`config.mk`:
```
export PLATFORM = sky130hd
export DESIGN_NAME = stun_frame_checker_core
export DESIGN_NICKNAME = d
export VERILOG_FILES = /design/src/rtl/sfc_pkg.sv /design/src/rtl/stun_frame_checker_core.sv
export SDC_FILE = /design/constraint.sdc
export NUM_CORES = 1
export LEC_CHECK = 0
export BUFFER_PORTS_ARGS = -buffer_cell sky130_fd_sc_hd__buf_4
export CAP_MARGIN = 20
export CORE_MARGIN = 1
export CORE_UTILIZATION = 60
export DETAILED_ROUTE_END_ITERATION = 10
export PLACE_DENSITY = 0.78
export REMOVE_ABC_BUFFERS = 1
export SKIP_LAST_GASP = 1
export SYNTH_ARGS = -nofsm -noshare
export SYNTH_HDL_FRONTEND = slang
export SYNTH_SLANG_ARGS = --single-unit
```
`constraint.sdc`:
```
create_clock -name clk -period 9.2 [get_ports clk]
set_input_delay 1.84 -clock clk [delete_from_list [all_inputs] [get_ports clk]]
set_output_delay 1.84 -clock clk [all_outputs]
set_load 0.01 [all_outputs]
```
`src/rtl/sfc_pkg.sv`:
```
// shared types and constants of the stun frame checker
`timescale 1ns / 1ps

package sfc_pkg;

    localparam int HEADER_BYTES = 20;
    localparam logic [16:0] COUNT_MAX = 17'h1FFFF;
    localparam logic [8:0] ATTR_COUNT_MAX = 9'h1FF;
    localparam logic [8:0] MAX_SLOTS_RESET = 9'd32;
    localparam logic [7:0] LEAD_BITS_MASK = 8'hC0;
    localparam logic [7:0] LENGTH_BITS_MASK = 8'h03;

    localparam logic [7:0] COOKIE_BYTES [4] = '{8'h21, 8'h12, 8'hA4, 8'h42};

    typedef enum logic [3:0] {
        ERR_OK        = 4'd0,
        ERR_SHORT     = 4'd1,
        ERR_UNALIGNED = 4'd2,
        ERR_LEAD_BITS = 4'd3,
        ERR_LEN_BITS  = 4'd4,
        ERR_COOKIE    = 4'd5,
        ERR_LEN_MISMATCH = 4'd6,
        ERR_SLOTS     = 4'd7,
        ERR_TRUNCATED = 4'd8
    } err_code_t;

    typedef enum logic {
        KIND_ATTR    = 1'b0,
        KIND_VERDICT = 1'b1
    } record_kind_t;

    typedef struct packed {
        logic cookie;
        logic slots;
        logic sat;
    } err_flags_t;

    typedef struct packed {
        record_kind_t kind;
        logic [15:0]  attr_offset;
        logic [15:0]  attr_type;
        logic [15:0]  attr_length;
        logic         frame_ok;
        err_code_t    error_code;
        logic [11:0]  method;
        logic [1:0]   msg_class;
        logic [8:0]   attr_count;
        logic         end_of_run;
    } result_t;

endpackage

```
`src/rtl/stun_frame_checker_core.sv`:
```
// stun frame checker top level: header checks, attribute walk and result queue
`timescale 1ns / 1ps
//
// Takes a STUN message one byte per item on s_axis, tlast on the final byte.
// Each completed attribute header gives an attribute record (tuser 0), and the
// final byte gives a frame verdict (tuser 1); a byte gives none, one or both,
// record first. tlast on m_axis marks the last result caused by one byte.
// Records are only meaningful when the verdict says frame_ok.
// max_slots is to be written through the cfg channel only while the block is
// idle; the block itself does not enforce this. Throughput: one byte per cycle
// while s_axis_tready is high; all per-byte work is combinational counter and
// compare logic against the frame state registers.
// Results go through a four-entry queue; s_axis_tready drops while fewer than
// two entries are free, so a stalled receiver backs up the byte stream and
// nothing is lost.
// Reset clears the frame state and the queue and sets max_slots to 32.
//
module stun_frame_checker_core
    import sfc_pkg::*;
(
    input  logic        clk,
    input  logic        rst_n,
    input  logic        s_axis_tvalid,
    output logic        s_axis_tready,
    input  logic [7:0]  s_axis_tdata,   // data_byte
    input  logic        s_axis_tlast,
    output logic        m_axis_tvalid,
    input  logic        m_axis_tready,
    // attr_offset, attr_type, attr_length, frame_ok, error_code, method,
    // msg_class, attr_count, zero fill
    output logic [79:0] m_axis_tdata,
    output logic        m_axis_tuser,   // record_kind
    output logic        m_axis_tlast,
    input  logic        cfg_valid,
    output logic        cfg_ready,
    input  logic [8:0]  cfg_data        // max_slots
);

    localparam int DEPTH = 4;
    localparam int PTR_W = $clog2(DEPTH);
    localparam int CNT_W = $clog2(DEPTH + 1);

    logic [16:0] byte_count_reg, byte_count_next;
    logic [31:0] header_reg, header_next;
    logic [15:0] decl_len_reg, decl_len_next;
    logic [1:0]  ahp_reg, ahp_next;
    logic [15:0] type_hold_reg, type_hold_next;
    logic [16:0] body_rem_reg, body_rem_next;
    logic [8:0]  attrs_reg, attrs_next;
    err_flags_t  flags_reg, flags_next;
    logic [8:0]  max_slots_reg;

    result_t queue_reg [DEPTH];
    logic [PTR_W-1:0] wr_ptr_reg, rd_ptr_reg;
    logic [CNT_W-1:0] count_reg;

    logic        accept;
    logic        pop;
    logic        rec_valid;
    logic        ver_valid;
    result_t     rec_res;
    result_t     ver_res;
    result_t     first_res;
    logic        push_a;
    logic        push_b;
    logic [1:0]  push_n;
    logic [15:0] len_word;
    logic [16:0] len_pad;
    logic [31:0] full_hdr;
    logic [7:0]  hb0;
    logic [7:0]  hb1;
    logic [16:0] expected_len;
    err_code_t   code;
    logic [PTR_W-1:0] wr_ptr_b;

    assign accept = s_axis_tvalid && s_axis_tready;
    assign pop = m_axis_tvalid && m_axis_tready;
    assign s_axis_tready = count_reg <= CNT_W'(DEPTH - 2);
    assign cfg_ready = 1'b1;

    always_comb
    begin
        byte_count_next = byte_count_reg;
        header_next = header_reg;
        decl_len_next = decl_len_reg;
        ahp_next = ahp_reg;
        type_hold_next = type_hold_reg;
        body_rem_next = body_rem_reg;
        attrs_next = attrs_reg;
        flags_next = flags_reg;
        rec_valid = 1'b0;
        ver_valid = 1'b0;
        rec_res = '0;
        ver_res = '0;
        len_word = {body_rem_reg[7:0], s_axis_tdata};
        len_pad = 17'({1'b0, len_word} + 17'd3) & 17'h1FFFC;
        full_hdr = '0;
        hb0 = '0;
        hb1 = '0;
        expected_len = 17'(HEADER_BYTES) + {1'b0, decl_len_reg};
        code = ERR_OK;

        if (accept)
        begin
            if (byte_count_reg < 17'd4)
            begin
                header_next = {header_reg[23:0], s_axis_tdata};
                if (byte_count_reg == 17'd2)
                begin
                    decl_len_next = {s_axis_tdata, 8'h00};
                end
                if (byte_count_reg == 17'd3)
                begin
                    decl_len_next = {decl_len_reg[15:8], s_axis_tdata};
                end
            end
            else if (byte_count_reg < 17'd8)
            begin
                if (s_axis_tdata != COOKIE_BYTES[byte_count_reg[1:0]])
                begin
                    flags_next.cookie = 1'b1;
                end
            end
            else if (byte_count_reg >= 17'(HEADER_BYTES))
            begin
                if (ahp_reg == 2'd0 && body_rem_reg != 17'd0)
                begin
                    body_rem_next = body_rem_reg - 17'd1;
                end
                else
                begin
                    case (ahp_reg)
                        2'd0:
                        begin
                            if (attrs_reg < ATTR_COUNT_MAX)
                            begin
                                attrs_next = attrs_reg + 9'd1;
                            end
                            if (attrs_next == max_slots_reg)
                            begin
                                flags_next.slots = 1'b1;
                            end
                            type_hold_next = {s_axis_tdata, 8'h00};
                            ahp_next = 2'd1;
                        end
                        2'd1:
                        begin
                            type_hold_next = {type_hold_reg[15:8], s_axis_tdata};
                            ahp_next = 2'd2;
                        end
                        2'd2:
                        begin
                            body_rem_next = {9'd0, s_axis_tdata};
                            ahp_next = 2'd3;
                        end
                        default:
                        begin
                            rec_valid = 1'b1;
                            rec_res.kind = KIND_ATTR;
                            rec_res.attr_offset = 16'(byte_count_reg - 17'd3);
                            rec_res.attr_type = type_hold_reg;
                            rec_res.attr_length = len_word;
                            rec_res.end_of_run = !s_axis_tlast;
                            body_rem_next = len_pad;
                            ahp_next = 2'd0;
                        end
                    endcase
                end
            end

            if (byte_count_reg < COUNT_MAX)
            begin
                byte_count_next = byte_count_reg + 17'd1;
            end
            else
            begin
                flags_next.sat = 1'b1;
            end

            if (s_axis_tlast)
            begin
                // bytes of the header not received count as zero
                case (byte_count_next)
                    17'd1: full_hdr = {header_next[7:0], 24'h0};
                    17'd2: full_hdr = {header_next[15:0], 16'h0};
                    17'd3: full_hdr = {header_next[23:0], 8'h0};
                    default: full_hdr = header_next;
                endcase
                hb0 = full_hdr[31:24];
                hb1 = full_hdr[23:16];
                expected_len = 17'(HEADER_BYTES) + {1'b0, decl_len_next};

                if (!flags_next.sat && byte_count_next < 17'(HEADER_BYTES))
                begin
                    code = ERR_SHORT;
                end
                else if (!flags_next.sat && byte_count_next[1:0] != 2'd0)
                begin
                    code = ERR_UNALIGNED;
                end
                else if ((hb0 & LEAD_BITS_MASK) != 8'h00)
                begin
                    code = ERR_LEAD_BITS;
                end
                else if ((full_hdr[7:0] & LENGTH_BITS_MASK) != 8'h00)
                begin
                    code = ERR_LEN_BITS;
                end
                else if (flags_next.cookie)
                begin
                    code = ERR_COOKIE;
                end
                else if (flags_next.sat || byte_count_next != expected_len)
                begin
                    code = ERR_LEN_MISMATCH;
                end
                else if (flags_next.slots)
                begin
                    code = ERR_SLOTS;
                end
                else if (ahp_next != 2'd0 || body_rem_next != 17'd0)
                begin
                    code = ERR_TRUNCATED;
                end
                else
                begin
                    code = ERR_OK;
                end

                ver_valid = 1'b1;
                ver_res.kind = KIND_VERDICT;
                ver_res.frame_ok = code == ERR_OK;
                ver_res.error_code = code;
                ver_res.method = {hb0[5:1], hb1[7:5], hb1[3:0]};
                ver_res.msg_class = {hb0[0], hb1[4]};
                ver_res.attr_count = attrs_next;
                ver_res.end_of_run = 1'b1;

                // verdict ends the frame
                byte_count_next = '0;
                header_next = '0;
                decl_len_next = '0;
                ahp_next = '0;
                type_hold_next = '0;
                body_rem_next = '0;
                attrs_next = '0;
                flags_next = '0;
            end
        end
    end

    assign push_a = rec_valid || ver_valid;
    assign push_b = rec_valid && ver_valid;
    assign push_n = {1'b0, push_a} + {1'b0, push_b};
    assign first_res = rec_valid ? rec_res : ver_res;
    assign wr_ptr_b = wr_ptr_reg + PTR_W'(1);

    always_ff @(posedge clk or negedge rst_n)
    begin
        if (!rst_n)
        begin
            byte_count_reg <= '0;
            header_reg <= '0;
            decl_len_reg <= '0;
            ahp_reg <= '0;
            type_hold_reg <= '0;
            body_rem_reg <= '0;
            attrs_reg <= '0;
            flags_reg <= '0;
            max_slots_reg <= MAX_SLOTS_RESET;
            wr_ptr_reg <= '0;
            rd_ptr_reg <= '0;
            count_reg <= '0;
        end
        else
        begin
            byte_count_reg <= byte_count_next;
            header_reg <= header_next;
            decl_len_reg <= decl_len_next;
            ahp_reg <= ahp_next;
            type_hold_reg <= type_hold_next;
            body_rem_reg <= body_rem_next;
            attrs_reg <= attrs_next;
            flags_reg <= flags_next;
            if (cfg_valid && cfg_ready)
            begin
                max_slots_reg <= cfg_data;
            end
            wr_ptr_reg <= wr_ptr_reg + PTR_W'(push_n);
            if (pop)
            begin
                rd_ptr_reg <= rd_ptr_reg + PTR_W'(1);
            end
            count_reg <= count_reg + CNT_W'(push_n) - CNT_W'(pop);
        end
    end

    // result queue entries, up to two written per cycle
    always_ff @(posedge clk)
    begin
        for (int i = 0; i < DEPTH; i++)
        begin
            if (push_a && wr_ptr_reg == PTR_W'(i))
            begin
                queue_reg[i] <= first_res;
            end
            else if (push_b && wr_ptr_b == PTR_W'(i))
            begin
                queue_reg[i] <= ver_res;
            end
        end
    end

    result_t head;

    assign head = queue_reg[rd_ptr_reg];
    assign m_axis_tvalid = count_reg != '0;
    assign m_axis_tuser = head.kind;
    assign m_axis_tlast = head.end_of_run;
    assign m_axis_tdata = {4'h0, head.attr_count, head.msg_class, head.method,
                           head.error_code, head.frame_ok, head.attr_length,
                           head.attr_type, head.attr_offset};

endmodule
```
[Word-level counts from Yosys, hierarchy flattened]
Memory sizes are Yosys's and may differ from the RTL's.
Cells that the tools add are included.
Word-level totals
  word-level logic and storage cells: 224
  register bits: 128
  memory bits (read-only): 0
  bits in latches: 0
  memories: 1
  RAM bits: 312
  output and inout bits: 85
Operators by class
  shift-type cells: 0
  reduce and logical (&&, ||, !) cells: 39
  order comparisons: 8
  muxes and demuxes: 124
  div/mod/pow operators: 0
  bitwise gates (word level): 5
  eq/ne operators: 20
  add/sub/neg operators: 12
  multiply operators: 0
Memory list
  queue_reg: depth 4, width 78, read ports 1, clocked after Yosys merged registers in 0, write ports 2, line stun_frame_checker_core.sv:53  | result_t queue_reg [DEPTH];
Operators by type and width (number)
  2-to-1 mux 78 bit: 7
  2-to-1 mux 48 bit: 6
  2-to-1 mux 16 bit: 10
  OR reduction 78 bit: 2
  2-to-1 mux 17 bit: 9
  2-to-1 mux 32 bit: 4
  2-to-1 mux 9 bit: 13
  one-hot mux 32 bit (3 select lines): 1
  equality test 17 x 2 -> 1 bit, second input constant: 4
  2-to-1 mux 29 bit: 2
  2-to-1 mux 1 bit: 45
  2-to-1 mux 4 bit: 10
  one-hot mux 17 bit (2 select lines): 1
  nonzero test 17 bit: 2
  one-hot mux 16 bit (2 select lines): 1
  2-to-1 mux 2 bit: 10
  adder 16 x 2 -> 17 bit, second input constant: 1
  adder 17 x 1 -> 17 bit, second input constant: 1
  adder 5 x 16 -> 17 bit, first input constant: 1
  equality test 17 x 1 -> 1 bit, second input constant: 1
  greater-or-equal comparator 17 x 5 -> 1 bit, second input constant: 1
  less-than comparator 17 bit, second input constant: 1
  less-than comparator 17 x 3 -> 1 bit, second input constant: 1
  less-than comparator 17 x 4 -> 1 bit, second input constant: 1
  other kinds (36): 73

[Logic depth before layout (Yosys ltp)]
  depth after elaboration: 31
  gate-level depth with buffers: 20

[Least setup slack after synthesis]
No wires, ideal clock.
  path type: input to register
  from: in s_axis_tvalid
  to: mem queue_reg[3][0] (netlist name), enable pin
  buffers on the path: 2
  data arrival time: 6831 ps
  slack: 1845 ps
  library setup time: 524 ps
  required time: 8676 ps
  cell stages on the path: 9
  path through: and2_1 > clkbuf_1 > nand2_1 > inv_1 > clkbuf_1 > ha_1 > inv_1 > mux2_2 > nor2b_1
RTL lines
  start, declared: line stun_frame_checker_core.sv:23  | input logic s_axis_tvalid,
  end, declared: line stun_frame_checker_core.sv:53

==> implementation parameters <==
Parameter                              Value

Worst setup path
  Number of stages on the worst setup path    14
  Destination of the worst register-to-register timing path    queue_reg[1][26]
  Slowest stage cell, crit path    sky130_fd_sc_hd__and4_1
  Critical path startpoint    byte_count_reg[5]
  Data required time of the critical path    roughly 9.5 ns
  Critical path buffer and inverter count    1
  Crit. End Element    register
  Reg2reg setup slack    around 3.4 ns
  Critical Path End    queue_reg[1][26]
  Data arrival, critical path    6.11 ns
  Type of the worst setup path    register to register
  Series of cell instances along the critical path    nor4_2, and4_1, nand3_1, o211ai_1, inv_1, ha_1, a311o_1, o21ai_0, nor3_1, or3_1, a2111oi_0, nand4b_1, o21ai_1, nor2_1
  Delay of the slowest cell on the worst path    between 0.7 and 0.8 ns
  Type of origin of the critical path    register
  Family with the most delay on the worst path    simple AND/OR/NAND/NOR gates
  Top fanout value on the critical path    21
  Startpoint of the worst register-to-register path    byte_count_reg[5]
  Count of cells along the worst register-to-register path    14

Global routing
  Antenna violations before repair    1
  Grt total ovfl    0
  GRT Total Usage    around a third
  Via count of the first global-routing pass    ~18000
  Maximum number of pins on one net before global-route repair    82
  First-pass GRT wire length    between 100000 and 150000 um

Power and ir drop
  Worst vdd ir    0.000254 V
  Proportion of power drawn by combinational gates    around two fifths
  Part of the power in the clock network    roughly a quarter
  Design internal power    4730 uW
  Flop pwr share    a little over a third
  Pleak    roughly 0.0096 uW
  Switching power summed over all nets    just over 3000 uW
  Post-layout total power    7800 uW
  Fraction of power spent switching nets    between 30% and 40%
  Areal power density over the cells    301 nW/um^2

Routing
  Met3 routed wirelength    approximately 6400 um
  Number of nets still failing antenna checks after routing    0
  Total number of vias    18600
  Total DRC errors in the routed layout    0
  Via-per-instance ratio    6.82
  Total detailed-routing wirelength    67100 um
  Wire length per cell after detailed routing    about 25 um
  Met2 routed wirelength    around 32000 um
  Top layer reached by signal wires    met4
  Pre-antenna DRT Iters    7
  Post-route met1 wirelength    26100 um
  Iteration-0 DRC Markers    2141

Synth
  EDFF count, synth    264
  Number of library cell types mapped by synthesis    96
  Post-Synthesis Cell Area    ~23000 sq um
  Fraction of the yosys area taken by sequential cells    between 50 and 60%
  Post-synth ARST share    29.1%
  Compound-gate portion of the synthesized area    between 10% and 20%
  XOR/XNOR share of the synthesized area    approximately 2.7%
  Proportion of synthesized area in mux cells    8.98%
  Per-instance average area after synthesis    ~11 sq um
  Post-synthesis simple-gate area fraction    between 15 and 20%
  Synth Instances    between 2000 and 2500
  Synth Warn #    0
  Total of flip-flops plus latches after synthesis    440
  Main flop type after synthesis    sky130_fd_sc_hd__edfxtp_1
  Main combinational cell family by area after synthesis    simple AND/OR/NAND/NOR gates
  Post-synthesis share of cell area spent on full adders, half adders and majority gates    approximately 1.2%

Floorplanning
  Row count    a little over 70
  I/O pin count    roughly 110
  Floorplan die height    approximately 200 um
  Die Area    39700 sq um
  Die span in x    approximately 200 um
  Core Area    roughly 38000 sq um
  Initial core utilization    around 61%

STA
  Final worst setup slack    ~3.4 ns
  Worst clock skew    approximately 0.030 ns
  Final Setup Violations    0
  Slew at the pin closest to its max-slew limit    1.10 ns
  Hold WS    roughly 0.46 ns
  Total count of max-transition violations in the final report    0
  Final Hold Violating Endpoints    0
  Upper clock frequency limit    about 170 MHz
  Clock period minus final worst setup slack    a little under 6 ns
  Period utilization    62.8%
  Worst rel slew slack    about a quarter
  Setup tns final    0 ns
  RSZ-0062 raised after global routing    false

CTS
  Count of clock tree sinks    440
  Number of buffers inserted for hold repair after clock tree synthesis    0
  CTS clock-pin slew for the worst setup and hold paths    0.06 ns
  TritonCTS Buffers    46
  Resize count post-CTS    0
  Maximum number of buffers from clock root to sink    3
  H-Tree Depth    2
  Worst skew pair latency    0.60 ns
  Total setup buffers inserted after CTS    0
  TritonCTS clock tree    done
  Root Driver    sky130_fd_sc_hd__clkbuf_16

Cells and area
  Final standard cell utilization of the core    68.1%
  Fraction of final layout cells sized beyond drive strength 1    between 10% and 20%
  Flip-flop count of the largest register after layout    312
  Layout area overhead    10.8%
  Filler cell count in the final layout    between 2000 and 3000
  Layout net count    around 2200

Worst hold path
  Hold Path Depth    2
  Min-delay worst type    register to register

Placement
  Worst Setup Slack post-DPL    about 3.6 ns
  Final weighted congestion in routability-driven placement    0.959
  Estimated wirelength of the detail-placed design    ~43000 um
  PortBufs    a little over 100

Status
  Status    finished clean

Flow run
  Max-cap check violation count    0
## synthesized netlist by cell type (all sizes together) (23+ instances only)
library cell    n  area share [%]
buf            48             1.2
a22oi          57             1.8
nor2          215             3.5
nand4          38             1.0
mux2i          23            0.99
clkbuf        132             2.1
nor3           70             1.6
nand2         195             3.1
and2           95             2.5
mux4           78             7.5
xnor2          40             1.5
dfxtp          48             4.1
nand3          33            0.71
nor4           23            0.73
o21ai         168             3.6
inv            44            0.71
a22o           40             1.5
xor2           23            0.86
edfxtp        264              34
dfrtp         127              14
a21oi          85             1.8
## area by class of cell
cell class / count / area (sq um) / share of cell area [%]
Clock inverter: 26 / 294 / 1.14
Antenna cell: 2 / 5.00 / 0.0193
Inverter: 45 / 169 / 0.652
Sequential cell: 440 / 12100 / 46.7
Tap cell: 511 / 639 / 2.47
Multi-Input combinational cell: 1503 / 10400 / 40.1
Clock buffer: 60 / 1280 / 4.96
Timing Repair Buffer: 136 / 1030 / 3.98
## how the worst min path moves through the flow
| stage | slack, ns | endpoint | from |
|---|---|---|---|
| finish | 0.46 | queue_reg[2][73] | queue_reg[2][73] |
| detailed placement | 0.44 | queue_reg[2][75] | queue_reg[2][75] |
| global route | 0.48 | queue_reg[2][29] | queue_reg[2][29] |
| floorplan | 0.42 | queue_reg[2][63] | queue_reg[2][63] |
| CTS | 0.45 | queue_reg[2][73] | queue_reg[2][73] |
| global placement | 0.43 | queue_reg[2][73] | queue_reg[2][73] |
## cell families (layout without fill, tap and decap cells)
family / count (synthesis) / in the layout
AND/OR/NAND/NOR: 771 / 771
AO/OA/AOI/OAI: 529 / 529
flip-flops: 440 / 440
buffers and inverters: 225 / 267
multiplexers: 111 / 111
XOR/XNOR: 66 / 66
adder cells (fa/ha/maj): 21 / 21
other: 2 / 7
## power by group through the flow
stage	clock, uW	combinational, uW	sequential (uW)
after floorplan	0	1990	2670
after global placement	0	3020	2720
after detailed placement	0	3060	2740
after CTS	1950	3080	2700
after global routing	2040	3360	2750
final	1950	3140	2710
## cell usage in the layout (no fill, tap or decap), types with 47 or more instances in the layout
cell / n
sky130_fd_sc_hd__edfxtp_1: 264
sky130_fd_sc_hd__nor2_1: 209
sky130_fd_sc_hd__nand2_1: 194
sky130_fd_sc_hd__o21ai_0: 160
sky130_fd_sc_hd__buf_4: 133
sky130_fd_sc_hd__dfrtp_1: 125
sky130_fd_sc_hd__and2_1: 87
sky130_fd_sc_hd__a21oi_1: 85
sky130_fd_sc_hd__mux4_2: 78
sky130_fd_sc_hd__nor3_1: 66
sky130_fd_sc_hd__a22oi_1: 57
sky130_fd_sc_hd__dfxtp_1: 48
sky130_fd_sc_hd__clkbuf_16: 47
## worst reg2reg max path, cell delays in order, from the launching register on
cell,delay [ns]
sky130_fd_sc_hd__dfrtp_1,0.51
sky130_fd_sc_hd__nor4_2,0.40
sky130_fd_sc_hd__and4_1,0.79
sky130_fd_sc_hd__nand3_1,0.75
sky130_fd_sc_hd__o211ai_1,0.43
sky130_fd_sc_hd__inv_1,0.13
sky130_fd_sc_hd__ha_1,0.27
sky130_fd_sc_hd__a311o_1,0.33
sky130_fd_sc_hd__o21ai_0,0.17
sky130_fd_sc_hd__nor3_1,0.12
sky130_fd_sc_hd__or3_1,0.38
sky130_fd_sc_hd__a2111oi_0,0.42
sky130_fd_sc_hd__nand4b_1,0.35
sky130_fd_sc_hd__o21ai_1,0.38
sky130_fd_sc_hd__nor2_1,0.10
## through the flow
stage	area [sq um]	cells
after floorplan	22600	1988
after global placement	24300	2633
after detailed placement	24300	2633
after CTS	25900	2719
after global routing	25900	2721
final	25900	2723
## routing by layer
layer  track usage (%)  up-vias
met5                 0        -
met4              14.7        0
met3              5.25      181
met2              54.8     1129
met1              46.8     9159
li1                  -     8103
Power figures use the tool's default switching activity.
